`src/rtl/core/tpct_pkg.sv`:
```
package tpct_pkg;

    localparam int TABLE_ENTRIES_DEF = 64;
    localparam int QUEUE_DEPTH_DEF   = 2;

    localparam logic [15:0] ETHERTYPE_IPV4 = 16'd2048;
    localparam logic [7:0]  PROTOCOL_TCP   = 8'd6;
    localparam logic [31:0] PACKETS_MAX    = 32'hFFFF_FFFF;
    localparam logic [47:0] BYTES_MAX      = 48'hFFFF_FFFF_FFFF;

    typedef struct packed {
        logic [15:0] ether_type;
        logic [7:0]  ip_protocol;
        logic [15:0] source_port;
        logic [15:0] dest_port;
        logic [17:0] captured_bytes;
        logic        last_packet;
    } packet_t;

    typedef struct packed {
        logic [5:0]  conv_index;
        logic        new_conversation;
        logic        table_full;
        logic [31:0] conv_packets;
        logic [47:0] conv_bytes;
        logic [6:0]  conversation_count;
    } result_t;

    // classified packet as it waits between front and back
    typedef struct packed {
        logic        is_tcp;
        logic [15:0] source_port;
        logic [15:0] dest_port;
        logic [17:0] captured_bytes;
        logic        last_packet;
    } queue_item_t;

    typedef struct packed {
        logic full;
        logic empty;
    } queue_status_t;

    typedef struct packed {
        logic        is_tcp;
        logic [15:0] src_port;
        logic [15:0] dst_port;
        logic [31:0] packets;
        logic [47:0] bytes;
    } entry_t;

    typedef enum logic [1:0] {
        ST_IDLE,
        ST_SCAN,
        ST_COMMIT
    } state_t;

endpackage

```
`src/rtl/core/tpct_front.sv`:
```
module tpct_front (
    input  logic                    clk,
    input  logic                    rst_n,
    input  logic                    packet_valid,
    output logic                    packet_ready,
    input  tpct_pkg::packet_t       packet,
    output logic                    push,
    output tpct_pkg::queue_item_t   push_item,
    input  tpct_pkg::queue_status_t q_status
);
    import tpct_pkg::*;

    logic        hold_valid_reg;
    logic        hold_valid_next;
    queue_item_t hold_reg;
    queue_item_t hold_next;
    logic        take;

    assign push         = hold_valid_reg && !q_status.full;
    assign packet_ready = !hold_valid_reg || !q_status.full;
    assign take         = packet_valid && packet_ready;
    assign push_item    = hold_reg;

    always_comb
    begin
        hold_valid_next = (hold_valid_reg && !push) || take;
        hold_next       = hold_reg;
        if (take)
        begin
            hold_next.is_tcp         = (packet.ether_type == ETHERTYPE_IPV4) &&
                                       (packet.ip_protocol == PROTOCOL_TCP);
            hold_next.source_port    = packet.source_port;
            hold_next.dest_port      = packet.dest_port;
            hold_next.captured_bytes = packet.captured_bytes;
            hold_next.last_packet    = packet.last_packet;
        end
    end

    always_ff @(posedge clk or negedge rst_n)
    begin
        if (!rst_n)
        begin
            hold_valid_reg <= 1'b0;
        end
        else
        begin
            hold_valid_reg <= hold_valid_next;
        end
    end

    always_ff @(posedge clk)
    begin
        hold_reg <= hold_next;
    end

endmodule

```
`config.mk`:
```
export PLATFORM = sky130hd
export DESIGN_NAME = tpct_front
export DESIGN_NICKNAME = d
export VERILOG_FILES = /design/src/rtl/core/tpct_pkg.sv /design/src/rtl/core/tpct_front.sv
export SDC_FILE = /design/constraint.sdc
export NUM_CORES = 1
export LEC_CHECK = 0
export ABC_AREA = 1
export BUFFER_PORTS_ARGS = -buffer_cell sky130_fd_sc_hd__clkbuf_2
export CORE_UTILIZATION = 41
export DETAILED_ROUTE_END_ITERATION = 12
export PLACE_DENSITY = 0.83
export SLEW_MARGIN = 20
export SYNTH_ARGS = -nofsm -noshare
export SYNTH_HDL_FRONTEND = slang
export SYNTH_SLANG_ARGS = --single-unit
```
`constraint.sdc`:
```
create_clock -name clk -period 10.1 [get_ports clk]
set_clock_uncertainty 0.15 [all_clocks]
set_input_delay 0.505 -clock clk [delete_from_list [all_inputs] [get_ports clk]]
set_output_delay 0.505 -clock clk [all_outputs]
set_load 0.03 [all_outputs]
```
Word level (Yosys, flattened, before mapping)
Cells that the tools add are included.

Flip-flop bits (word level): 53. Input bits: 80. Output and inout bits: 54. Word-level logic and storage cells: 17.

Equality and inequality tests: 2. Reductions and logical operators: 9.

Operators with widths (count): $eq A16 B12 Y1 const B (1); $eq A8 B3 Y1 const B (1); $logic_and A1 B1 Y1 (4); $logic_not A1 Y1 (3); $logic_or A1 B1 Y1 (2).

Logic depth before layout (Yosys ltp)
Gate-level depths: netlist of the first run.

Word-level depth: 5. Mapped depth: 6. Mapped depth without buffers: 6.

Least setup slack after synthesis of the first run
OpenSTA, ideal clock, no wires.

Path kind: input-to-reg. From: in packet_valid. To: reg hold_reg (netlist bit push_item[0]), enable pin. Library setup time: 0.479 ns. Arrival: 3.081 ns. Required time: 9.471 ns. Setup slack: 6.391 ns. Stages on the path: 2. Path buffers: 0. Path through: inv_1 -> a21oi_1.

Word-level cells in the longest chain between the ends: 1.

Ends and longest elaborated chain: start: declaration (RTL line tpct_front.sv:4) `input logic packet_valid,`; $logic_and A1 B1 Y1 (RTL line tpct_front.sv:21) `assign take = packet_valid && packet_ready;`; via take (RTL line tpct_front.sv:17) `logic take;`; end signal: assignment (RTL line tpct_front.sv:53) `hold_reg <= hold_next;`; end: declaration (RTL line tpct_front.sv:15) `queue_item_t hold_reg;`.

The timed path passes the listed nets, and every way through them passes these cells. A chain may end at the register's enable or synchronous reset.

Worst setup path in the final report of the first run
From: reg hold_valid_reg. To: out push.

Word-level cells in the longest chain between the ends: 1.

Ends and longest elaborated chain: start: declaration (RTL line tpct_front.sv:13) `logic hold_valid_reg;`; start signal: assignment (RTL line tpct_front.sv:47) `hold_valid_reg <= hold_valid_next;`; $logic_and A1 B1 Y1 (RTL line tpct_front.sv:19) `assign push = hold_valid_reg && !q_status.full;`; end: declaration (RTL line tpct_front.sv:7) `output logic push,`.

Every way passes these cells.

==> results of run 1 <==
## worst max-delay path, delay by kind of cell (launching register included)
family | cells | cell delay (ns)
simple gates | 1 | 0.08
buf+inv | 2 | 0.27
flops | 1 | 0.43
## routing by layer
metal	track usage [%]	part of all wire (%)
met4	6.38	1.6
met3	7.02	11
met5	0	0
met2	29.2	54
met1	15.7	34
## kinds of logic after synthesis
kind of cell	after synthesis	synth area share (%)
and+or+nand+nor	24	5.58
AOI/OAI and AO/OA	1	0.293
buffers and inverters	5	1.10
DFF	53	93.0
## worst max-delay path by stage
stage,slack (ns),to,cells past startpoint,start
after floorplan,6.39,push_item[0],2,packet_valid
after global placement,8.30,push_item[15],4,packet_valid
after detailed placement,8.26,push_item[15],4,packet_valid
after CTS,8.35,push,3,hold_valid_reg
after global routing,8.29,push,3,hold_valid_reg
final,8.37,push,3,hold_valid_reg
## final cells by class
| class | instances | area (µm²) | share of cell area [%] |
|---|---|---|---|
| inverter | 5 | 18.8 | 0.739 |
| clock inverter | 3 | 12.5 | 0.493 |
| multi-input combinational | 25 | 111 | 4.39 |
| clock buffer | 5 | 68.8 | 2.71 |
| sequential | 53 | 1590 | 62.5 |
| timing repair buffer | 134 | 678 | 26.7 |
| tap | 50 | 62.6 | 2.46 |
## per-stage QoR
| step | setup WS (ns) | cells | area, µm² |
|---|---|---|---|
| after floorplan | 6.39 | 83 | 1710 |
| after CTS | 8.35 | 275 | 2540 |
| after detailed placement | 8.26 | 266 | 2450 |
| after global placement | 8.30 | 266 | 2450 |
| final | 8.37 | 275 | 2540 |
| after global routing | 8.29 | 275 | 2540 |
## synth_stat cells
cell      count  area share (%)
nand4_1       1            0.37
edfxtp_1     52              92
nor2_2        1            0.37
nor2_1       15             3.3
dfrtp_1       1             1.5
a21oi_1       1            0.29
nand2_1       7             1.5
inv_1         5             1.1
## power by group
part	internal, mW	switching, mW	total (mW)	leakage (nW)
registers	0.256	0.00331	0.259	0.507
clock network	0.0468	0.0638	0.111	0.0430
logic	0.0196	0.0383	0.0579	0.624
total	0.322	0.105	0.428	1.17
==> qor.yml, run 1 <==
clocking:
  cts.htree.levels: 2
  clkTransAtPathRegs_ns: 0.09
  cts_setup_buffers: 0
  hold_buffers: 1
  root_buffer: "clkbuf_8"
  cts.sinks: 53
  clk_latency_ns: 0.30
  cts_tree: "done"
  post_cts_resized: 0
  cts_buffer_depth: 2
  cts_buffers: 5
placed_design:
  port-buffer-count: 132
  place_congestion: 0.761
synthesis:
  netlist_instances: 83
  syn_avg_cell_area_um2: 20.5
  syn_nets: 163
  synth-seq-cells: 53
  ys_seq_area_share_pct: 93.0
  synth_cell_types: 8
  syn_area_um2: 1710
  ys_warn_count: 0
worst_setup_path:
  reg2reg_slack_ns: 8.45
  worst_setup_path_end_kind: "output port"
  start_kind: "flop"
  worstSetupPathType: "reg -> out"
  r2r-end: "push_item[16]"
  cp_slowest_cell: "dfrtp_1"
  r2r-start: "hold_valid_reg"
  path_cells: "inv_1 -> nor2_1 -> clkbuf_2"
  ff2ff_path_depth: 2
  required_ns: 9.45
  crit_path_max_incr_delay_ns: 0.43
  arrival_ns: 1.07
  crit_fanout: 3
sta:
  fin_crit_sh_pct: 17.1
  hold_viol: 0
  grt_setup_unrepaired: "no"
  slew-limit-headroom_pct: 57.4
  worst_slew_pin_slew_ns: 0.639
  setup_viol: 0
  whs_ns: 0.227
  fmax_ghz: 0.579
  slew_viol_final: 0
  tns_ns: 0
  period_needed_ns: 1.73
job:
  drv_cap: 0
run_status:
  status: "complete, no violations"
finish:
  area_growth_pct: 48.9
  final_common_cell: "clkbuf_2"
  post-route-util_pct: 63.5
  fin_nets: 304
  largest_reg_flops: 52
  final_layout_size_suffix_gt1_share_pct: 62.7
  antennaDiodeCount: 0
  final_cell_mix: "clkbuf_2, edfxtp_1, nor2_1, nand2_1"
  fillCellCount: 310
drt:
  drtIter0Drc: 105
  vias: 1238
  postRouteAntennaNets: 0
  drt_pass1_iterations: 6
  wl_um: 3580
  remaining_drc_errors: 0
  post_drt_wl_per_cell_um: 13.0
  vias_per_cell: 4.50
worst_hold_path:
  whs_path_depth: 1
  holdCritPathClass: "in -> reg"
  hold_start: "packet[6]"
  min_to: "push_item[6]"
grt:
  grt_pass1_vias: 1110
  grt_max_degree: 53
  grt_antenna_before_repair: 0
  gr-usage-all-layers_pct: 16.0
  grt_overflow: 0
  grt_pass1_wl_um: 4890
die:
  core_um2: 4000
  fp.dieH_um: 66.5
  start_util_pct: 42.6
  die_width_um: 66.5
  rows: 23
  ios: 134
  die-area_um2: 4420
pwr:
  irDropWorstVdd_mv: 0.0815
  powerDensity_nw_per_um2: 168
  power_mw: 0.428
  power.leakage_nw: 1.17
Power figures use the tool's default switching activity.
==> run 2: changes to the inputs <==
- CORE_UTILIZATION: 41 -> 38
- PLACE_DENSITY: 0.83 -> 0.78
- clock period: 10.1 -> 1.74 ns (I/O delays scaled with it)
==> qor.yml, run 2 (same netlist as run 1, synthesis figures left out) <==
placed_design:
  port-buffer-count: 132  # unchanged
  dp_cells: 266  # unchanged
  placed_cell_area_um2: 2460  # was 2450 µm²
  place_congestion: 0.810  # was 0.761
drt:
  drt_pass1_iterations: 4  # was 6
  wl_um: 4550  # was 3580 µm
  vias_per_cell: 4.41  # was 4.50
  remaining_drc_errors: 0  # unchanged
  postRouteAntennaNets: 0  # unchanged
  drtIter0Drc: 83  # was 105
  vias: 1447  # was 1238
  post_drt_wl_per_cell_um: 13.9  # was 13.0 µm
die:
  core_um2: 4140  # was 4000 µm²
  start_util_pct: 41.2  # was 42.6%
  ios: 134  # unchanged
  rows: 23  # unchanged
  die_width_um: 69.0  # was 66.5 µm
  fp.dieH_um: 69.0  # was 66.5 µm
  die-area_um2: 4760  # was 4420 µm²
worst_setup_path:
  ff2ff_path_depth: 3  # was 2
  crit_path_max_incr_delay_ns: 0.56  # was 0.43 ns
  r2r-end: "hold_valid_reg"  # was push_item[16]
  arrival_ns: 1.48  # was 1.07 ns
  r2r-start: "hold_valid_reg"  # unchanged
  reg2reg_slack_ns: 0.32  # was 8.45 ns
  cp_slowest_cell: "dlygate4sd3_1"  # was dfrtp_1
  crit_fanout: 2  # was 3
  worst_setup_path_end_kind: "flop"  # was output port
  worstSetupPathType: "in -> reg"  # was reg -> out
  path_cells: "dlygate4sd3_1 -> clkbuf_2 -> inv_1 -> nand2_1 -> dlygate4sd3_1"  # was inv_1 -> nor2_1 -> clkbuf_2
  crit_path_frequent_cell: "dlygate4sd3_1"
  required_ns: 1.77  # was 9.45 ns
  start_kind: "input pin"  # was flop
pwr:
  power.switching_mw: 0.643  # was 0.105 mW
  pwr-share-seq_pct: 54.9  # was 60.6%
  power.leakage_nw: 1.41  # was 1.17 nW
  irDropWorstVdd_mv: 0.483  # was 0.0815 mV
  switching_share_pct: 23.5  # was 24.7%
  power_mw: 2.74  # was 0.428 mW
  p_clk_share_pct: 28.9  # was 25.9%
  powerDensity_nw_per_um2: 881  # was 168 nW/µm²
  p_int_mw: 2.10  # was 0.322 mW
  combPwrFrac_pct: 16.3  # was 13.5%
clocking:
  cts.sinks: 53  # unchanged
  cts_setup_buffers: 0  # unchanged
  clk_latency_ns: 0.29  # was 0.30 ns
  root_buffer: "clkbuf_8"  # unchanged
  post_cts_resized: 0  # unchanged
  cts.htree.levels: 2  # unchanged
  cts_buffers: 5  # unchanged
  clkTransAtPathRegs_ns: 0.09  # about the same
  hold_buffers: 55  # was 1
  cts_buffer_depth: 2  # unchanged
  cts_tree: "done"  # unchanged
finish:
  final_cells: 328  # was 275
  fin_nets: 358  # was 304
  final_layout_size_suffix_gt1_share_pct: 51.1  # was 62.7%
  final_cell_mix: "clkbuf_2, dlygate4sd3_1, edfxtp_1, nor2_1, nand2_1"  # was clkbuf_2, edfxtp_1, nor2_1, nand2_1
  final_area_um2: 3110  # was 2540 µm²
  largest_reg_flops: 52  # unchanged
  final_common_cell: "clkbuf_2"  # unchanged
  antennaDiodeCount: 0  # unchanged
  area_growth_pct: 82.6  # was 48.9%
sta:
  grt_setup_unrepaired: "no"  # unchanged
  slew-limit-headroom_pct: 82.2  # was 57.4%
  slew_viol_final: 0  # unchanged
  setup_viol: 0  # unchanged
  hold_viol: 0  # unchanged
  fin_crit_sh_pct: 83.4
  period_needed_ns: 1.45
  worst_slew_pin_slew_ns: 0.266  # was 0.639 ns
  fmax_ghz: 0.689
grt:
  grt_pass1_vias: 1482  # was 1110
  gr-usage-all-layers_pct: 19.2  # was 16.0%
  grt_pass1_wl_um: 6240  # was 4890 µm
  grt_max_degree: 53  # unchanged
  grt_overflow: 0  # unchanged
  grt_antenna_before_repair: 0  # unchanged
worst_hold_path:
  hold_start: "packet[65]"  # was packet[6]
  whs_path_depth: 4  # was 1
  min_to: "push_item[51]"  # was push_item[6]
  holdCritPathClass: "in -> reg"  # unchanged
run_status:
  status: "complete, no violations"  # unchanged
job:
  drv_cap: 0  # unchanged
## run 2: cell count changes in the layout (fill, tap and decap cells not counted)
cell	previous run	this run
dlygate4sd3_1	1	55
clkinv_1	2	0
buf_12	0	1
buf_4	1	0
bufinv_16	0	1
## run 2: per-layer routing
| layer | vias up | GRT usage (%) | routed length, µm |
|---|---|---|---|
| met4 | 0 | 7.65 | 44 |
| met1 | 648 | 18.8 | 1610 |
| met3 | 5 | 5.76 | 520 |
| li1 | 688 | - | - |
| met5 | - | 0 | 0 |
| met2 | 106 | 36.8 | 2380 |
## run 2: worst max-delay path: cells and delay by family
family	cells	cell delay (ns)
buffers and inverters	4	1.32
AND/OR/NAND/NOR	1	0.08
## run 2: power by group through the flow
stage | clock (mW) | sequential (mW) | combinational (mW)
after detailed placement | 0 | 1.53 | 0.345
after floorplan | 0 | 1.67 | 0.0431
final | 0.792 | 1.51 | 0.446
after CTS | 0.798 | 1.50 | 0.444
after global routing | 0.863 | 1.51 | 0.475
after global placement | 0 | 1.53 | 0.337
## run 2: worst max path at each step
| stage | from | end | slack, ns |
|---|---|---|---|
| after floorplan | hold_valid_reg | push_item[0] | -0.14 |
| after global placement | hold_valid_reg | push_item[20] | 0.40 |
| after detailed placement | hold_valid_reg | push_item[42] | 0.38 |
| after CTS | hold_valid_reg | hold_valid_reg | 0.36 |
| after global routing | packet_valid | hold_valid_reg | 0.29 |
| final | packet_valid | hold_valid_reg | 0.29 |
## run 2: stage by stage
step	TNS [ns]	hold slack, ns	worst slack [ns]	utilization (%)
final	0	0.0168	0.290	75.2
after global routing	0	0.0309	0.287	75.2
after CTS	0	0.0152	0.356	75.2
after detailed placement	0	-0.284	0.380	59.4
after global placement	0	-0.287	0.400	59.4
after floorplan	-7.12	-0.359	-0.137	-
## run 2: layout make-up
| type | count | area (µm²) |
|---|---|---|
| clock buffers | 5 | 68.8 |
| flip-flops and latches | 53 | 1590 |
| repair buffers | 188 | 1230 |
| fillers | 259 | 1030 |
| clock inverters | 2 | 35.0 |
| multi-input cells | 25 | 111 |
| well taps | 50 | 62.6 |
| inverters | 5 | 18.8 |
==> run 3: changes to the inputs <==
- clock period: 1.74 -> 1.5 ns (I/O delays scaled with it)
==> qor.yml, run 3 (same netlist as run 1, synthesis figures left out) <==
run_status:
  status: "complete, no violations"  # unchanged
worst_setup_path:
  crit_end: "hold_valid_reg"  # unchanged
  worstSetupPathType: "in -> reg"  # unchanged
  crit_path_frequent_cell: "dlygate4sd3_1"  # unchanged
  required_ns: 1.54  # was 1.77 ns
  crit_path_start: "packet_valid"  # unchanged
  crit_path_max_incr_delay_ns: 0.55  # was 0.56 ns
  reg2reg_slack_ns: 0.11  # was 0.32 ns
  start_kind: "input pin"  # unchanged
  arrival_ns: 1.43  # was 1.48 ns
  r2r-start: "hold_valid_reg"  # unchanged
  ff2ff_path_depth: 3  # unchanged
  worst_setup_path_end_kind: "flop"  # unchanged
  crit_fanout: 2  # unchanged
  path_cells: "dlygate4sd3_1 -> clkbuf_2 -> inv_1 -> nand2_1 -> dlygate4sd3_1"  # unchanged
  cp_slowest_cell: "dlygate4sd3_1"  # unchanged
  r2r-end: "hold_valid_reg"  # unchanged
sta:
  slew-limit-headroom_pct: 84.2  # was 82.2%
  setup_viol: 0  # unchanged
  worst_slew_pin_slew_ns: 0.237  # was 0.266 ns
  fmax_ghz: 0.718
  hold_viol: 0  # unchanged
  whs_ns: 0.0206  # was 0.0168 ns
  slew_viol_final: 0  # unchanged
  tns_ns: 0  # unchanged
  period_needed_ns: 1.39
  grt_setup_unrepaired: "no"  # unchanged
  fin_crit_sh_pct: 92.9
die:
  fp.dieH_um: 69.0  # unchanged
  start_util_pct: 41.2  # unchanged
  die-area_um2: 4760  # unchanged
  rows: 23  # unchanged
  die_width_um: 69.0  # unchanged
  core_um2: 4140  # unchanged
  ios: 134  # unchanged
drt:
  drtIter0Drc: 74  # was 83
  post_drt_wl_per_cell_um: 13.4  # was 13.9 µm
  remaining_drc_errors: 0  # unchanged
  vias_per_cell: 4.36  # was 4.41
  postRouteAntennaNets: 0  # unchanged
  wl_um: 4470  # was 4550 µm
  drt_pass1_iterations: 4  # unchanged
  vias: 1446  # was 1447
pwr:
  power.leakage_nw: 1.42  # was 1.41 nW
  irDropWorstVdd_mv: 0.570  # was 0.483 mV
  powerDensity_nw_per_um2: 1020  # was 881 nW/µm²
finish:
  area_growth_pct: 84.6  # was 82.6%
  multiInputGateArea_um2: 111  # unchanged
  final_cell_mix: "clkbuf_2, dlygate4sd3_1, edfxtp_1, nor2_1, nand2_1"  # unchanged
  final_area_um2: 3150  # was 3110 µm²
  seq_area_um2: 1590  # unchanged
  fin_nets: 361  # was 358
  fillCellCount: 258  # was 259
  final_common_cell: "clkbuf_2"  # unchanged
  final_layout_size_suffix_gt1_share_pct: 50.7  # was 51.1%
  final_cells: 332  # was 328
  largest_reg_flops: 52  # unchanged
  antennaDiodeCount: 0  # unchanged
placed_design:
  hpwl_um: 3000
  port-buffer-count: 132  # unchanged
  placed_cell_area_um2: 2470  # was 2460 µm²
  place_congestion: 0.810  # about the same
  dp_cells: 267  # was 266
grt:
  gr-usage-all-layers_pct: 18.8  # was 19.2%
  grt_pass1_vias: 1410  # was 1482
  grt_max_degree: 34  # was 53
  grt_pass1_wl_um: 6030  # was 6240 µm
  grt_antenna_before_repair: 0  # unchanged
  grt_overflow: 0  # unchanged
clocking:
  post_cts_resized: 0  # unchanged
  clkTransAtPathRegs_ns: 0.09  # about the same
  root_buffer: "clkbuf_8"  # unchanged
  clk_latency_ns: 0.29  # about the same
  cts_buffer_depth: 2  # unchanged
  cts.sinks: 53  # unchanged
  cts_tree: "done"  # unchanged
  cts.htree.levels: 2  # unchanged
  cts_buffers: 5  # unchanged
worst_hold_path:
  holdCritPathClass: "in -> reg"  # unchanged
job:
  drv_cap: 0  # unchanged
## run 3: cell types whose count changed in the layout (fill, tap and decap cells not counted)
cell	before	now
clkinv_2	1	0
buf_4	0	1
dlygate4sd3_1	55	57
clkinvlp_4	0	1
clkinv_1	0	1
## run 3: area by class of cell
type                    count  share of cell area [%]
well taps                  50                    1.99
clock buffers               5                    2.19
repair buffers            191                    40.0
flip-flops and latches     53                    50.4
clock inverters             3                    1.31
multi-input cells          25                    3.54
inverters                   5                   0.596
## run 3: through the flow
stage	setup WS [ns]	total power [mW]	util [%]
2_1_floorplan	-0.377	1.99	-
6_report	0.107	3.20	76.0
5_1_grt	0.0698	3.32	76.0
3_3_place_gp	0.153	2.17	59.5
3_5_place_dp	0.118	2.18	59.5
4_1_cts	0.0956	3.23	76.0
## run 3: where the power goes
part / internal (mW) / leakage (nW) / total (mW) / switching [mW]
registers: 1.72 / 0.507 / 1.75 / 0.0250
logic: 0.234 / 0.866 / 0.524 / 0.290
clock network: 0.491 / 0.0518 / 0.928 / 0.437
total: 2.45 / 1.42 / 3.20 / 0.752
## run 3: worst min path at each step
stage	depth (start not counted)	slack, ns	startpoint	endpoint
floorplan	0	-0.37	rst_n	hold_valid_reg
global route	4	0.03	packet[61]	push_item[51]
global placement	1	-0.30	rst_n	hold_valid_reg
CTS	4	0.01	packet[61]	push_item[51]
finish	4	0.02	packet[61]	push_item[51]
detailed placement	1	-0.29	rst_n	hold_valid_reg
## run 3: worst max-delay path, delay by kind of cell
family / cells / cell delay [ns]
buffers and inverters: 4 / 1.28
and+or+nand+nor: 1 / 0.07
## run 3: routing by layer
layer  track usage [%]  part of all wire, %
met5                 0                    0
met4              8.93                  1.9
met3              4.77                  9.9
met2              35.3                   50
met1              19.2                   38
## run 3: timing repair
action	4_1_cts	5_1_grt
hold endpoints to repair	54	0
hold buffers	57	0
buffers inserted	0	0
