==> config.mk <==
export PLATFORM = sky130hd
export DESIGN_NAME = tpct_queue
export DESIGN_NICKNAME = d
export VERILOG_FILES = /design/src/rtl/core/tpct_pkg.sv /design/src/rtl/core/tpct_queue.sv
export SDC_FILE = /design/constraint.sdc
export NUM_CORES = 1
export LEC_CHECK = 0
export ABC_AREA = 1
export BUFFER_PORTS_ARGS = -buffer_cell sky130_fd_sc_hd__buf_4
export CORE_ASPECT_RATIO = 0.5
export CORE_UTILIZATION = 30
export CTS_CLUSTER_DIAMETER = 30
export DETAILED_ROUTE_END_ITERATION = 10
export GPL_ROUTABILITY_DRIVEN = 0
export HOLD_SLACK_MARGIN = 0.03
export PLACE_DENSITY = 0.59
export SLEW_MARGIN = 25
export SYNTH_ARGS = -nofsm -noshare
export SYNTH_HDL_FRONTEND = slang
export SYNTH_SLANG_ARGS = --single-unit
==> constraint.sdc <==
create_clock -name clk -period 9 [get_ports clk]
set_input_delay 1.8 -clock clk [delete_from_list [all_inputs] [get_ports clk]]
set_output_delay 1.8 -clock clk [all_outputs]
set_load 0.03 [all_outputs]
==> src/rtl/core/tpct_pkg.sv <==
package tpct_pkg;

    localparam int TABLE_ENTRIES_DEF = 64;
    localparam int QUEUE_DEPTH_DEF   = 2;

    localparam logic [15:0] ETHERTYPE_IPV4 = 16'd2048;
    localparam logic [7:0]  PROTOCOL_TCP   = 8'd6;
    localparam logic [31:0] PACKETS_MAX    = 32'hFFFF_FFFF;
    localparam logic [47:0] BYTES_MAX      = 48'hFFFF_FFFF_FFFF;

    typedef struct packed {
        logic [15:0] ether_type;
        logic [7:0]  ip_protocol;
        logic [15:0] source_port;
        logic [15:0] dest_port;
        logic [17:0] captured_bytes;
        logic        last_packet;
    } packet_t;

    typedef struct packed {
        logic [5:0]  conv_index;
        logic        new_conversation;
        logic        table_full;
        logic [31:0] conv_packets;
        logic [47:0] conv_bytes;
        logic [6:0]  conversation_count;
    } result_t;

    // classified packet as it waits between front and back
    typedef struct packed {
        logic        is_tcp;
        logic [15:0] source_port;
        logic [15:0] dest_port;
        logic [17:0] captured_bytes;
        logic        last_packet;
    } queue_item_t;

    typedef struct packed {
        logic full;
        logic empty;
    } queue_status_t;

    typedef struct packed {
        logic        is_tcp;
        logic [15:0] src_port;
        logic [15:0] dst_port;
        logic [31:0] packets;
        logic [47:0] bytes;
    } entry_t;

    typedef enum logic [1:0] {
        ST_IDLE,
        ST_SCAN,
        ST_COMMIT
    } state_t;

endpackage

==> src/rtl/core/tpct_queue.sv <==
module tpct_queue #(
    parameter int QUEUE_DEPTH = tpct_pkg::QUEUE_DEPTH_DEF
) (
    input  logic                    clk,
    input  logic                    rst_n,
    input  logic                    push,
    input  tpct_pkg::queue_item_t   push_item,
    input  logic                    pop,
    output tpct_pkg::queue_item_t   head,
    output tpct_pkg::queue_status_t q_status
);
    import tpct_pkg::*;

    localparam int PTR_W = (QUEUE_DEPTH > 1) ? $clog2(QUEUE_DEPTH) : 1;
    localparam int CNT_W = $clog2(QUEUE_DEPTH + 1);

    queue_item_t        slot_reg [QUEUE_DEPTH];
    logic [PTR_W-1:0]   wr_ptr_reg;
    logic [PTR_W-1:0]   wr_ptr_next;
    logic [PTR_W-1:0]   rd_ptr_reg;
    logic [PTR_W-1:0]   rd_ptr_next;
    logic [CNT_W-1:0]   count_reg;
    logic [CNT_W-1:0]   count_next;
    logic               do_push;
    logic               do_pop;

    assign q_status.full  = (count_reg == CNT_W'(QUEUE_DEPTH));
    assign q_status.empty = (count_reg == '0);
    assign do_push        = push && !q_status.full;
    assign do_pop         = pop && !q_status.empty;
    assign head           = slot_reg[rd_ptr_reg];

    always_comb
    begin
        wr_ptr_next = wr_ptr_reg;
        rd_ptr_next = rd_ptr_reg;
        count_next  = count_reg;
        if (do_push)
        begin
            wr_ptr_next = (wr_ptr_reg == PTR_W'(QUEUE_DEPTH - 1)) ? '0 : wr_ptr_reg + 1'b1;
        end
        if (do_pop)
        begin
            rd_ptr_next = (rd_ptr_reg == PTR_W'(QUEUE_DEPTH - 1)) ? '0 : rd_ptr_reg + 1'b1;
        end
        if (do_push && !do_pop)
        begin
            count_next = count_reg + 1'b1;
        end
        else if (do_pop && !do_push)
        begin
            count_next = count_reg - 1'b1;
        end
    end

    always_ff @(posedge clk or negedge rst_n)
    begin
        if (!rst_n)
        begin
            wr_ptr_reg <= '0;
            rd_ptr_reg <= '0;
            count_reg  <= '0;
        end
        else
        begin
            wr_ptr_reg <= wr_ptr_next;
            rd_ptr_reg <= rd_ptr_next;
            count_reg  <= count_next;
        end
    end

    always_ff @(posedge clk)
    begin
        if (do_push)
        begin
            slot_reg[wr_ptr_reg] <= push_item;
        end
    end

endmodule

==> Yosys cells after proc, flatten, opt, wreduce, memory -nomap -nowiden <==
Memories as Yosys holds them, arrays and structs flattened.
Index checks and enable logic that the tools add are counted.
{ "word_totals": {"ram_bits": 104, "n_memories": 1, "word_cells": 25, "out_inout_bits": 54, "ff_bits": 4} }
{ "op_classes": {"addsub": 4, "muxes": 6, "eq_ne": 1, "n_reduce_logical": 10} }
{ "memory_table": {"columns": ["name", "words", "word_bits", "rd", "rd_clocked_by_memory_dff", "wr", "line_no", "rtl"], "rows": [
  ["slot_reg", 2, 52, 1, 0, 1, "tpct_queue.sv:17", "queue_item_t slot_reg [QUEUE_DEPTH];"]
]} }
{ "ops": {"columns": ["cell", "n"], "rows": [
  ["logical AND 1 bit", 4],
  ["zero test 1 bit", 4],
  ["2-to-1 mux 1 bit", 4],
  ["2-to-1 mux 2 bit", 2],
  ["adder 1 bit (second input constant)", 2],
  ["adder 2 x 1 -> 2 bit (second input constant)", 1],
  ["== test 2 bit (second input constant)", 1],
  ["zero test 2 bit", 1],
  ["nonzero test 2 bit", 1],
  ["subtractor 2 x 1 -> 2 bit (second input constant)", 1]
]} }

==> Depth between registers and ports, before layout <==
Gate-level depths: netlist (run 1).
{ "logic_depth": {"ltp_word": 7, "depth_mapped": 9, "depth_no_buf": 9} }

==> Least setup slack after synthesis (run 1) <==
Ideal clock, no wire load.
{ "synth_timing": {"kind": "in2reg", "from": "input push", "to": "memory slot_reg[1][0] in the netlist's numbering, enable pin", "t_arrival_ns": 4.057, "slack_ns": 4.481, "n_path_buf": 0, "cell_stages": 2, "setup_ns": 0.462, "path_cell_list": "o21ai_1 -> nor2_1"} }
{ "synth_between": {"elab_chain_cells": 3} }
{ "synth_rtl": {"columns": ["element", "line_no", "rtl"], "rows": [
  ["from (decl)", "tpct_queue.sv:6", "input logic push,"],
  ["logical AND 1 bit", "tpct_queue.sv:29", "assign do_push = push && !q_status.full;"],
  ["2-to-1 mux 1 bit", "tpct_queue.sv:74", "if (do_push)"],
  ["2-to-1 mux 1 bit (not written as such)", "tpct_queue.sv:76", "slot_reg[wr_ptr_reg] <= push_item;"],
  ["to (decl)", "tpct_queue.sv:17", null]
]} }
No other way between the ends.

==> qor.csv, run 1 <==
stage;metric;value;unit
run_status;outcome;finished with violations;
run_status;violations;design-rule violations;
logic_synthesis;synth_top_family_by_area;simple AND/OR/NAND/NOR gates;
layout;largest_reg_flops;104;
timing;finClkSkew;0.00320;ns
worst_setup_path;worst_ep_arrival_time;2.14;ns
layout;syn_to_final_growth;30.6;%
worst_setup_path;cp_num_buf_inv;3;
route;drc;2;
timing;rsz0062_at_grt;no;
placement;dp.cells;574;
global_route;grt_max_degree;54;
global_route;grt_pass1_vias;2451;
clock_tree;hold_buffers;0;
power;p_leak;2.23;nW
timing;max_slew_margin;0.523;
layout;final_area;5270;um^2
global_route;antenna_found_initial;0;
power;p_int;1.13;mW
worst_setup_path;crit_type;reg -> out;
logic_synthesis;ys_ff_latch;108;
layout;n_antenna_cell;0;
logic_synthesis;ys_seq_area_frac;0.798;
logic_synthesis;yosysTopAreaCell;edfxtp_1;
clock_tree;root_buffer;clkbuf_16;
clock_tree;cts.sinks;108;
worst_setup_path;cp_max_fo;53;
floorplan;core;12900;um^2
worst_setup_path;max_stage_delay;0.62;ns
hold_path;hp-class;reg -> reg;
clock_tree;clock_path_buffers;2;
power;irDropWorstVdd;0.0000985;V
worst_setup_path;cp-end-kind;output pin;
logic_synthesis;synthAdderAreaFrac;0.00310;
floorplan;die_y;84.0;um
floorplan;initial_utilization;0.314;
floorplan;fp.dieW;166;um
hold_path;min_from;wr_ptr_reg;
worst_setup_path;r2r-start;count_reg[0];
job;cap_violations;0;
global_route;grt_overflow;0;
worst_setup_path;path_cells;buf_4, inv_4, nand2_1, nand2_1, buf_4;
logic_synthesis;synth_area;4040;um^2
route;routed_wl;7.89;mm
floorplan;row_count;29;
layout;num-nets-final;472;
timing;final_max_slew_viol_count;0;
worst_setup_path;timing.rr.end;slot_reg[0][44];
timing;finalSetupViolations;0;
route;vias;2457;
clock_tree;cts_buffers;9;
power;p_sw_frac;0.394;
layout;final_cells;590;
route;viasPerCell;4.16;
layout;final_core_util;0.409;
timing;setup_ws;5.06;ns
logic_synthesis;syn_area_per_cell;13.3;um^2
route;routedWlPerCell;13.4;um
logic_synthesis;synth_cells;303;
logic_synthesis;synth.top_cell.area_share;0.773;
logic_synthesis;synth-simple-area-share;0.164;
power;p_per_area;353;nW/um^2
power;clock_power_share;0.188;
timing;report.final.hold_viol_count;0;
floorplan;die_area;14000;um^2
worst_setup_path;rr_worst_depth;5;
hold_path;holdPathEnd;wr_ptr_reg;
logic_synthesis;synthesis.nets;360;
global_route;grt.total_usage;0.119;
route;drtPass1Iterations;9;
hold_path;whs_path_depth;2;
placement;dp_slack;5.37;ns
placement;post_dp_cell_area;5010;um^2
timing;fin_tns_setup;0;ns
layout;drive_gt1_frac;0.307;
power;pwr-share-seq;0.393;
clock_tree;path_clk_slew;0.06;ns
timing;final.min_clock_period;3.94;ns
logic_synthesis;synth_compound_area_frac;0.00248;
timing;tightest_slew;0.716;ns
power;p_comb_frac;0.419;
worst_setup_path;path_delay_family;buffers and inverters;
clock_tree;cts_resized;0;
logic_synthesis;synth_area_leaders;edfxtp_1, nand2_1, dfrtp_1, buf_6, buf_2;
global_route;grt_pass1_wl;12.7;mm
logic_synthesis;synth.mux.area_fraction;0;
timing;hold_ws;0.490;ns
clock_tree;insertion_delay;0.33;ns
clock_tree;postCtsSetupBuffers;0;
clock_tree;tritoncts;yes;
worst_setup_path;cp-start-kind;flop;
power;power;1.86;mW
logic_synthesis;ys_warn_count;0;
worst_setup_path;cp.required;7.20;ns
route;ant_nets;0;
worst_setup_path;cp_slowest_cell;dfrtp_2;
floorplan;io_pins;110;
worst_setup_path;r2r_slack;7.03;ns
timing;fin_crit_sh;0.438;
placement;dp_hpwl;5.02;mm
logic_synthesis;synth_cell_type_count;18;
layout;fillCellCount;1206;
power;power.net_switching;732;uW
logic_synthesis;synthXorXnorAreaFrac;0.00217;
route;drtIter0Drc;93;
timing;max_freq;253;MHz
placement;io_buffers;109;
clock_tree;htreeDepth;3;
cells by family after synthesis:
family	after synthesis
AND/OR/NAND/NOR	172
flip-flops	108
adder cells (fa/ha/maj)	1
XOR/XNOR	1
buffers and inverters	19
AO/OA/AOI/OAI	2
metal layers:
layer  global-route usage  wire (um)
met1                0.143       3400
met2                0.211       4210
met3               0.0299        215
met4               0.0382         63
met5                    0          0
tightest hold or removal path, stage by stage, from the launching register on:
cell and delay [ns]:
dfrtp_1 0.34, nand2_1 0.06, nand2_1 0.06
worst max-delay path by stage:
stage                           from        endpoint  slack [ns]  cells after the start
after floorplan                 push  slot_reg[1][0]        4.48                      2
after global placement    rd_ptr_reg        head[38]        5.39                      5
after detailed placement  rd_ptr_reg        head[47]        5.37                      5
after CTS                 rd_ptr_reg        head[47]        5.00                      5
after global routing      rd_ptr_reg        head[50]        4.87                      5
final                     rd_ptr_reg        head[47]        5.06                      5
Yosys cell counts (all sizes together):
cell / n
nand3: 1
buf: 11
o21ai: 2
inv: 8
nand3b: 1
ha: 1
dfrtp: 4
nand4: 1
nor2: 4
xnor2: 1
nand2: 165
edfxtp: 104
layout by cell type, fill, tap and decap left out, drive strengths merged:
cell    count
nor2        4
nand2     165
dfrtp       4
o21ai       2
nand4       1
edfxtp    104
clkbuf     16
xnor2       1
nand3       1
buf       112
inv         8
ha          1
nand3b      1
cell type report:
| cell class | count | area (um^2) | area share |
|---|---|---|---|
| Sequential cell | 108 | 3220 | 0.611 |
| Timing Repair Buffer | 112 | 841 | 0.159 |
| Multi-Input combinational cell | 176 | 702 | 0.133 |
| Tap cell | 170 | 213 | 0.0403 |
| Inverter | 8 | 32.5 | 0.00617 |
| Clock buffer | 16 | 262 | 0.0496 |
power by group through the flow:
stage | Combinational, mW | Sequential [mW] | Clock, mW
after floorplan | 0.528 | 0.726 | 0
after global placement | 0.790 | 0.741 | 0
after detailed placement | 0.795 | 0.743 | 0
after CTS | 0.798 | 0.732 | 0.362
after global routing | 0.842 | 0.744 | 0.382
final | 0.778 | 0.731 | 0.350
Note: power is estimated with default switching activity, not from simulation.
==> run 2: changes to the inputs <==
--- a/config.mk
+++ b/config.mk
@@ -13,7 +13,7 @@
 export DETAILED_ROUTE_END_ITERATION = 10
 export GPL_ROUTABILITY_DRIVEN = 0
 export HOLD_SLACK_MARGIN = 0.03
-export PLACE_DENSITY = 0.59
+export PLACE_DENSITY = 0.6
 export SLEW_MARGIN = 25
 export SYNTH_ARGS = -nofsm -noshare
 export SYNTH_HDL_FRONTEND = slang
==> constraint.sdc (replaced) <==
create_clock -name clk -period 3.62 [get_ports clk]
set_input_delay 0.724 -clock clk [delete_from_list [all_inputs] [get_ports clk]]
set_output_delay 0.724 -clock clk [all_outputs]
set_load 0.03 [all_outputs]
==> qor.csv, run 2 (same netlist as run 1, synthesis figures left out) <==
stage;metric;value;unit;change
run_status;outcome;finished clean;;
power;p_int;2.78;mW;+150%
clock_tree;root_buffer;clkbuf_16;;
global_route;grt_max_degree;54;;unchanged
timing;fin_crit_sh;0.703;;
global_route;grt_pass1_vias;2394;;-2.3%
timing;hold_ws;0.175;ns;-0.315 ns
power;p_sw_frac;0.399;;+0.00532
placement;dp_hpwl;5.22;mm;+4.0%
timing;final_max_slew_viol_count;0;;unchanged
clock_tree;cts_buffers;9;;unchanged
placement;dp.cells;575;;+0.17%
hold_path;hp-class;in -> async;;
global_route;grt.total_usage;0.117;;-0.00245
worst_setup_path;path_cells;buf_4, nand2_1, nand2_1, buf_4;;
layout;num-nets-final;473;;+0.21%
route;viasPerCell;4.17;;about the same
global_route;grt_pass1_wl;12.1;mm;-4.7%
clock_tree;postCtsSetupBuffers;0;;unchanged
layout;layout_common_cells;nand2_1, buf_4, edfxtp_1;;
floorplan;fp.dieW;166;um;unchanged
layout;final_cells;591;;+0.17%
power;pwr-share-seq;0.393;;about the same
power;power.net_switching;1.85;mW;+150%
worst_setup_path;timing.rr.end;slot_reg[0][1];;
timing;report.final.hold_viol_count;0;;unchanged
worst_setup_path;cp.required;2.90;ns;-4.30 ns
clock_tree;insertion_delay;0.34;ns;about the same
worst_setup_path;r2r_slack;1.86;ns;-5.17 ns
worst_setup_path;cp-start-kind;flop;;
layout;n_antenna_cell;0;;unchanged
floorplan;core;12900;um^2;unchanged
worst_setup_path;r2r-start;count_reg[0];;
floorplan;row_count;29;;unchanged
timing;fin_tns_setup;0;ns;unchanged
clock_tree;path_clk_slew;0.07;ns;about the same
worst_setup_path;cp-end-kind;output pin;;
floorplan;die_y;84.0;um;unchanged
worst_setup_path;cp_max_fo;33;;-38%
worst_setup_path;worst_ep_arrival_time;1.82;ns;-0.32 ns
global_route;grt_overflow;0;;unchanged
floorplan;die_area;14000;um^2;unchanged
timing;max_freq;393;MHz;
layout;final_core_util;0.411;;+0.00117
worst_setup_path;critPathCapture;head[29];;
layout;final_common_cell;nand2_1;;
layout;largest_reg_flops;104;;unchanged
power;clock_power_share;0.187;;about the same
global_route;antenna_found_initial;0;;unchanged
worst_setup_path;startpoint;rd_ptr_reg;;
timing;final.min_clock_period;2.55;ns;
route;drtIter0Drc;107;;+15%
route;drc;0;;-2
route;routedWlPerCell;13.5;um;+0.59%
timing;rsz0062_at_grt;no;;
floorplan;initial_utilization;0.314;;unchanged
timing;finalSetupViolations;0;;unchanged
job;cap_violations;0;;unchanged
clock_tree;cts_resized;0;;unchanged
timing;finClkSkew;0.00393;ns;+0.000730 ns
power;p_comb_frac;0.420;;about the same
route;vias;2463;;+0.24%
worst_setup_path;rr_worst_depth;5;;unchanged
power;p_per_area;875;nW/um^2;+150%
layout;syn_to_final_growth;30.9;%;
clock_tree;hold_buffers;0;;unchanged
worst_setup_path;crit_type;reg -> out;;
power;irDropWorstVdd;0.000289;V;+190%
route;ant_nets;0;;unchanged
timing;tightest_slew;0.721;ns;+0.00562 ns
clock_tree;cts.sinks;108;;unchanged
placement;io_buffers;109;;unchanged
floorplan;io_pins;110;;unchanged
worst_setup_path;max_stage_delay;0.64;ns;+0.02 ns
clock_tree;clock_path_buffers;2;;unchanged
clock_tree;htreeDepth;3;;unchanged
worst_setup_path;cp_slowest_cell;dfrtp_2;;
route;routed_wl;7.95;mm;+0.76%
layout;drive_gt1_frac;0.321;;+0.0135
timing;max_slew_margin;0.519;;-0.00375
power;p_leak;2.23;nW;about the same
clock_tree;tritoncts;yes;;
route;drtPass1Iterations;4;;-5
run 2: changes by cell type in the layout (fill, tap and decap cells not counted):
cell and delta:
buf_4 +1, clkinvlp_4 +4, clkinv_1 +1, clkinv_2 +2, clkbuf_8 -1, clkbuf_1 -6
run 2: worst min path at each step:
stage | start | end | slack [ns]
after floorplan | rst_n | count_reg[0] | 0.43
after global routing | rst_n | count_reg[1] | 0.15
final | rst_n | count_reg[1] | 0.18
after global placement | wr_ptr_reg | wr_ptr_reg | 0.47
after detailed placement | wr_ptr_reg | wr_ptr_reg | 0.47
after CTS | rst_n | rd_ptr_reg | 0.16
run 2: worst max-delay path: cells and delay by family, from the launching register on:
kind	cells	cell delay, ns
flops	1	0.64
buf+inv	2	0.59
simple gates	2	0.24
run 2: layer usage:
metal  wire, um  share of wire  GRT usage
met2       4360           0.55      0.218
met1       3180           0.40      0.121
met4         40         0.0050     0.0280
met3        365          0.046     0.0498
met5          0              0          0
run 2: layout make-up:
type / count / area (um^2)
Multi-Input combinational cell: 176 / 702
Timing Repair Buffer: 113 / 848
Tap cell: 170 / 213
Clock inverter: 7 / 43.8
Clock buffer: 9 / 225
Sequential cell: 108 / 3220
Fill cell: 1184 / 7590
Inverter: 8 / 32.5
run 2: per-stage QoR:
stage                     setup WS [ns]  total power [mW]  instance area, um^2
after floorplan                   0.177              3.12                 4040
after global placement             1.41              3.82                 5020
after detailed placement           1.40              3.83                 5020
after CTS                          1.02              4.70                 5290
after global routing              0.892              4.88                 5290
final                              1.07              4.63                 5290
run 2: power groups by stage:
stage                     Combinational (mW)  Clock (mW)  Sequential [mW]
after floorplan                         1.31           0             1.81
after global routing                    2.10       0.940             1.85
final                                   1.94       0.864             1.82
after detailed placement                1.98           0             1.85
after CTS                               1.98       0.891             1.82
after global placement                  1.98           0             1.84
==> run 3: changes to the inputs <==
--- a/config.mk
+++ b/config.mk
@@ -5,7 +5,7 @@
 export SDC_FILE = /design/constraint.sdc
 export NUM_CORES = 1
 export LEC_CHECK = 0
-export ABC_AREA = 1
+export ABC_AREA = 0
 export BUFFER_PORTS_ARGS = -buffer_cell sky130_fd_sc_hd__buf_4
 export CORE_ASPECT_RATIO = 0.5
 export CORE_UTILIZATION = 30
@@ -13,7 +13,7 @@
 export DETAILED_ROUTE_END_ITERATION = 10
 export GPL_ROUTABILITY_DRIVEN = 0
 export HOLD_SLACK_MARGIN = 0.03
-export PLACE_DENSITY = 0.6
+export PLACE_DENSITY = 0.58
 export SLEW_MARGIN = 25
 export SYNTH_ARGS = -nofsm -noshare
 export SYNTH_HDL_FRONTEND = slang
==> constraint.sdc (replaced) <==
create_clock -name clk -period 2.5 [get_ports clk]
set_input_delay 0.5 -clock clk [delete_from_list [all_inputs] [get_ports clk]]
set_output_delay 0.5 -clock clk [all_outputs]
set_load 0.03 [all_outputs]
==> qor.csv, run 3 <==
stage;metric;value;unit;change
timing;fin_tns_setup;0;ns;unchanged
layout;layout_common_cells;buf_4, edfxtp_1, mux2_4;;
timing;final_max_slew_viol_count;0;;unchanged
layout;fillCellCount;1243;;+5.0%
floorplan;io_pins;110;;unchanged
timing;rsz0062_at_grt;no;;
logic_synthesis;ys_warn_count;0;;unchanged
layout;drive_gt1_frac;0.595;;+0.275
placement;dp_slack;0.640;ns;-0.760 ns
clock_tree;clock_path_buffers;2;;unchanged
logic_synthesis;synth_cells;181;;-40%
logic_synthesis;ys_seq_area_frac;0.767;;-0.0307
clock_tree;cts.sinks;108;;unchanged
logic_synthesis;synth_ff_type;edfxtp_1;;
logic_synthesis;ys_ff_latch;108;;unchanged
logic_synthesis;yosysTopAreaCell;edfxtp_1;;
logic_synthesis;async_reset_ff_frac;0.0370;;unchanged
layout;final_area;5560;um^2;+5.0%
layout;final_common_cell;buf_4;;
route;drtPass1Iterations;4;;unchanged
layout;largest_reg_flops;104;;unchanged
power;irDropWorstVdd;0.000650;V;+120%
floorplan;row_count;30;;+3.4%
placement;io_buffers;109;;unchanged
logic_synthesis;syn_area_per_cell;23.2;um^2;+74%
global_route;antenna_found_initial;0;;unchanged
timing;max_freq;453;MHz;
logic_synthesis;synth_area_leaders;edfxtp_1, mux2_4, buf_12, dfrtp_1, mux2_2;;
timing;hold_ws;0.350;ns;+0.174 ns
global_route;grt_overflow;0;;unchanged
timing;report.final.hold_viol_count;0;;unchanged
layout;final_cells;496;;-16%
logic_synthesis;synth_top_family_by_area;multiplexers;;
worst_setup_path;startpoint;rd_ptr_reg;;
run_status;outcome;finished clean;;
timing;fin_crit_sh;0.883;;
worst_setup_path;cp.required;2.00;ns;-0.90 ns
logic_synthesis;synth_cell_type_count;15;;-3
route;routed_wl;7.23;mm;-9.0%
global_route;grt_pass1_vias;2126;;-11%
clock_tree;root_buffer;clkbuf_16;;
timing;final.min_clock_period;2.21;ns;
route;routedWlPerCell;14.6;um;+8.4%
clock_tree;path_clk_slew;0.06;ns;about the same
worst_setup_path;cp-end-kind;output pin;;
route;drc;0;;unchanged
placement;dp.cells;480;;-17%
worst_setup_path;cp_max_fo;52;;+58%
global_route;grt.total_usage;0.100;;-0.0167
floorplan;initial_utilization;0.309;;-0.00443
clock_tree;cts_buffers;9;;unchanged
clock_tree;postCtsSetupBuffers;0;;unchanged
floorplan;fp.dieW;169;um;+2.0%
logic_synthesis;synth_commonest_cells;edfxtp_1, mux2_4, buf_12, dfrtp_1;;
clock_tree;htreeDepth;3;;unchanged
worst_setup_path;cp-start-kind;flop;;
logic_synthesis;synth-simple-area-share;0.00655;;-0.158
power;p_leak;2.20;nW;-1.7%
floorplan;core;13600;um^2;+5.5%
job;cap_violations;0;;unchanged
layout;num-nets-final;357;;-25%
logic_synthesis;synthesis.nets;238;;-34%
global_route;grt_max_degree;53;;-1.9%
hold_path;hp-class;in -> reg;;
timing;finClkSkew;0.00546;ns;+0.00154 ns
clock_tree;tritoncts;yes;;
global_route;grt_pass1_wl;10.7;mm;-12%
logic_synthesis;synth_area;4200;um^2;+4.0%
logic_synthesis;synthXorXnorAreaFrac;0.0104;;+0.00826
layout;syn_to_final_growth;32.3;%;
route;ant_nets;0;;unchanged
worst_setup_path;worst_ep_arrival_time;1.71;ns;-0.11 ns
route;vias;1990;;-19%
timing;tightest_slew;0.445;ns;-0.277 ns
timing;finalSetupViolations;0;;unchanged
timing;max_slew_margin;0.703;;+0.184
layout;n_antenna_cell;0;;unchanged
logic_synthesis;synth-edff-count;104;;unchanged
route;drtIter0Drc;60;;-44%
logic_synthesis;synth.mux.area_fraction;0.183;;+0.183
logic_synthesis;synthAdderAreaFrac;0.00298;;-0.000119
floorplan;die_area;14500;um^2;+3.9%
route;viasPerCell;4.01;;-3.7%
power;p_per_area;1270;nW/um^2;+45%
clock_tree;insertion_delay;0.33;ns;about the same
floorplan;die_y;85.7;um;+1.9%
logic_synthesis;yosysMostFrequentCell;edfxtp_1;;
logic_synthesis;synth_compound_area_frac;0.00119;;-0.00129
worst_setup_path;crit_type;reg -> out;;
placement;post_dp_cell_area;5220;um^2;+3.9%
timing;setup_ws;0.292;ns;-0.783 ns
hold_path;min_from;push_item[35];;
logic_synthesis;synth.top_cell.area_share;0.744;;-0.0297
worst_setup_path;r2r-start;count_reg[0];;
==> run 3: changes by cell type after synthesis, sizes merged <==
cell	previous run	this run
inv	8	2
nand2b	0	1
buf	11	6
o21ai	2	1
xnor2	1	3
nand2	165	1
and3	0	1
nor2	4	3
nand3	1	0
nand3b	1	0
nand4	1	0
xor2	0	2
mux2	0	52
==> run 3: metrics by stage <==
| step | utilization | total power [mW] |
|---|---|---|
| after floorplan | - | 4.80 |
| after global placement | 0.384 | 5.52 |
| after detailed placement | 0.384 | 5.59 |
| after CTS | 0.409 | 7.13 |
| after global routing | 0.409 | 7.34 |
| final | 0.409 | 7.04 |
==> run 3: final timing paths <==
check	slack [ns]	cells past startpoint	end
hold reg to reg	0.53	1	count_reg[1]
setup reg to reg	0.90	7	count_reg[1]
setup / recovery	0.29	3	head[29]
min in group asynchronous	0.50	2	count_reg[0]
hold / removal	0.35	1	slot_reg[1][35]
max in group asynchronous	1.89	2	rd_ptr_reg
==> run 3: routing by layer <==
| layer | track usage | part of all wire |
|---|---|---|
| met3 | 0.0309 | 0.040 |
| met5 | 0 | 0 |
| met1 | 0.104 | 0.39 |
| met2 | 0.190 | 0.56 |
| met4 | 0.0369 | 0.0093 |
==> run 3: cells by family after synthesis <==
group | Yosys count
flip-flops | 108
multiplexers | 52
buffers and inverters | 8
AND/OR/NAND/NOR | 6
XOR/XNOR | 5
AO/OA/AOI/OAI | 1
adder cells (fa/ha/maj) | 1
==> run 3: what timing repair did <==
| item | in CTS | in global routing |
|---|---|---|
| resized for setup | 0 | 0 |
| hold buffers | 1 | 0 |
| hold endpoints to repair | 4 | 0 |
==> run 3: worst max-delay path: stages, from the launching register on <==
cell	delay, ns
dfrtp_4	0.43
buf_12	0.33
mux2_2	0.39
buf_4	0.17
==> run 3: cell type report <==
class                           instances  area (um^2)  area share
Sequential cell                       108         3230       0.581
Timing Repair Buffer                  114          883       0.159
Multi-Input combinational cell         65          867       0.156
Tap cell                              192          240      0.0432
Clock buffer                           10          229      0.0412
Clock inverter                          5          101      0.0182
Inverter                                2         7.51     0.00135
==> run 3: where the power goes <==
part	leakage (nW)	internal, mW	switching, mW
Sequential	1.01	2.48	0.126
Clock	0.156	0.970	0.574
Combinational	1.03	1.28	1.61
Total	2.20	4.73	2.31
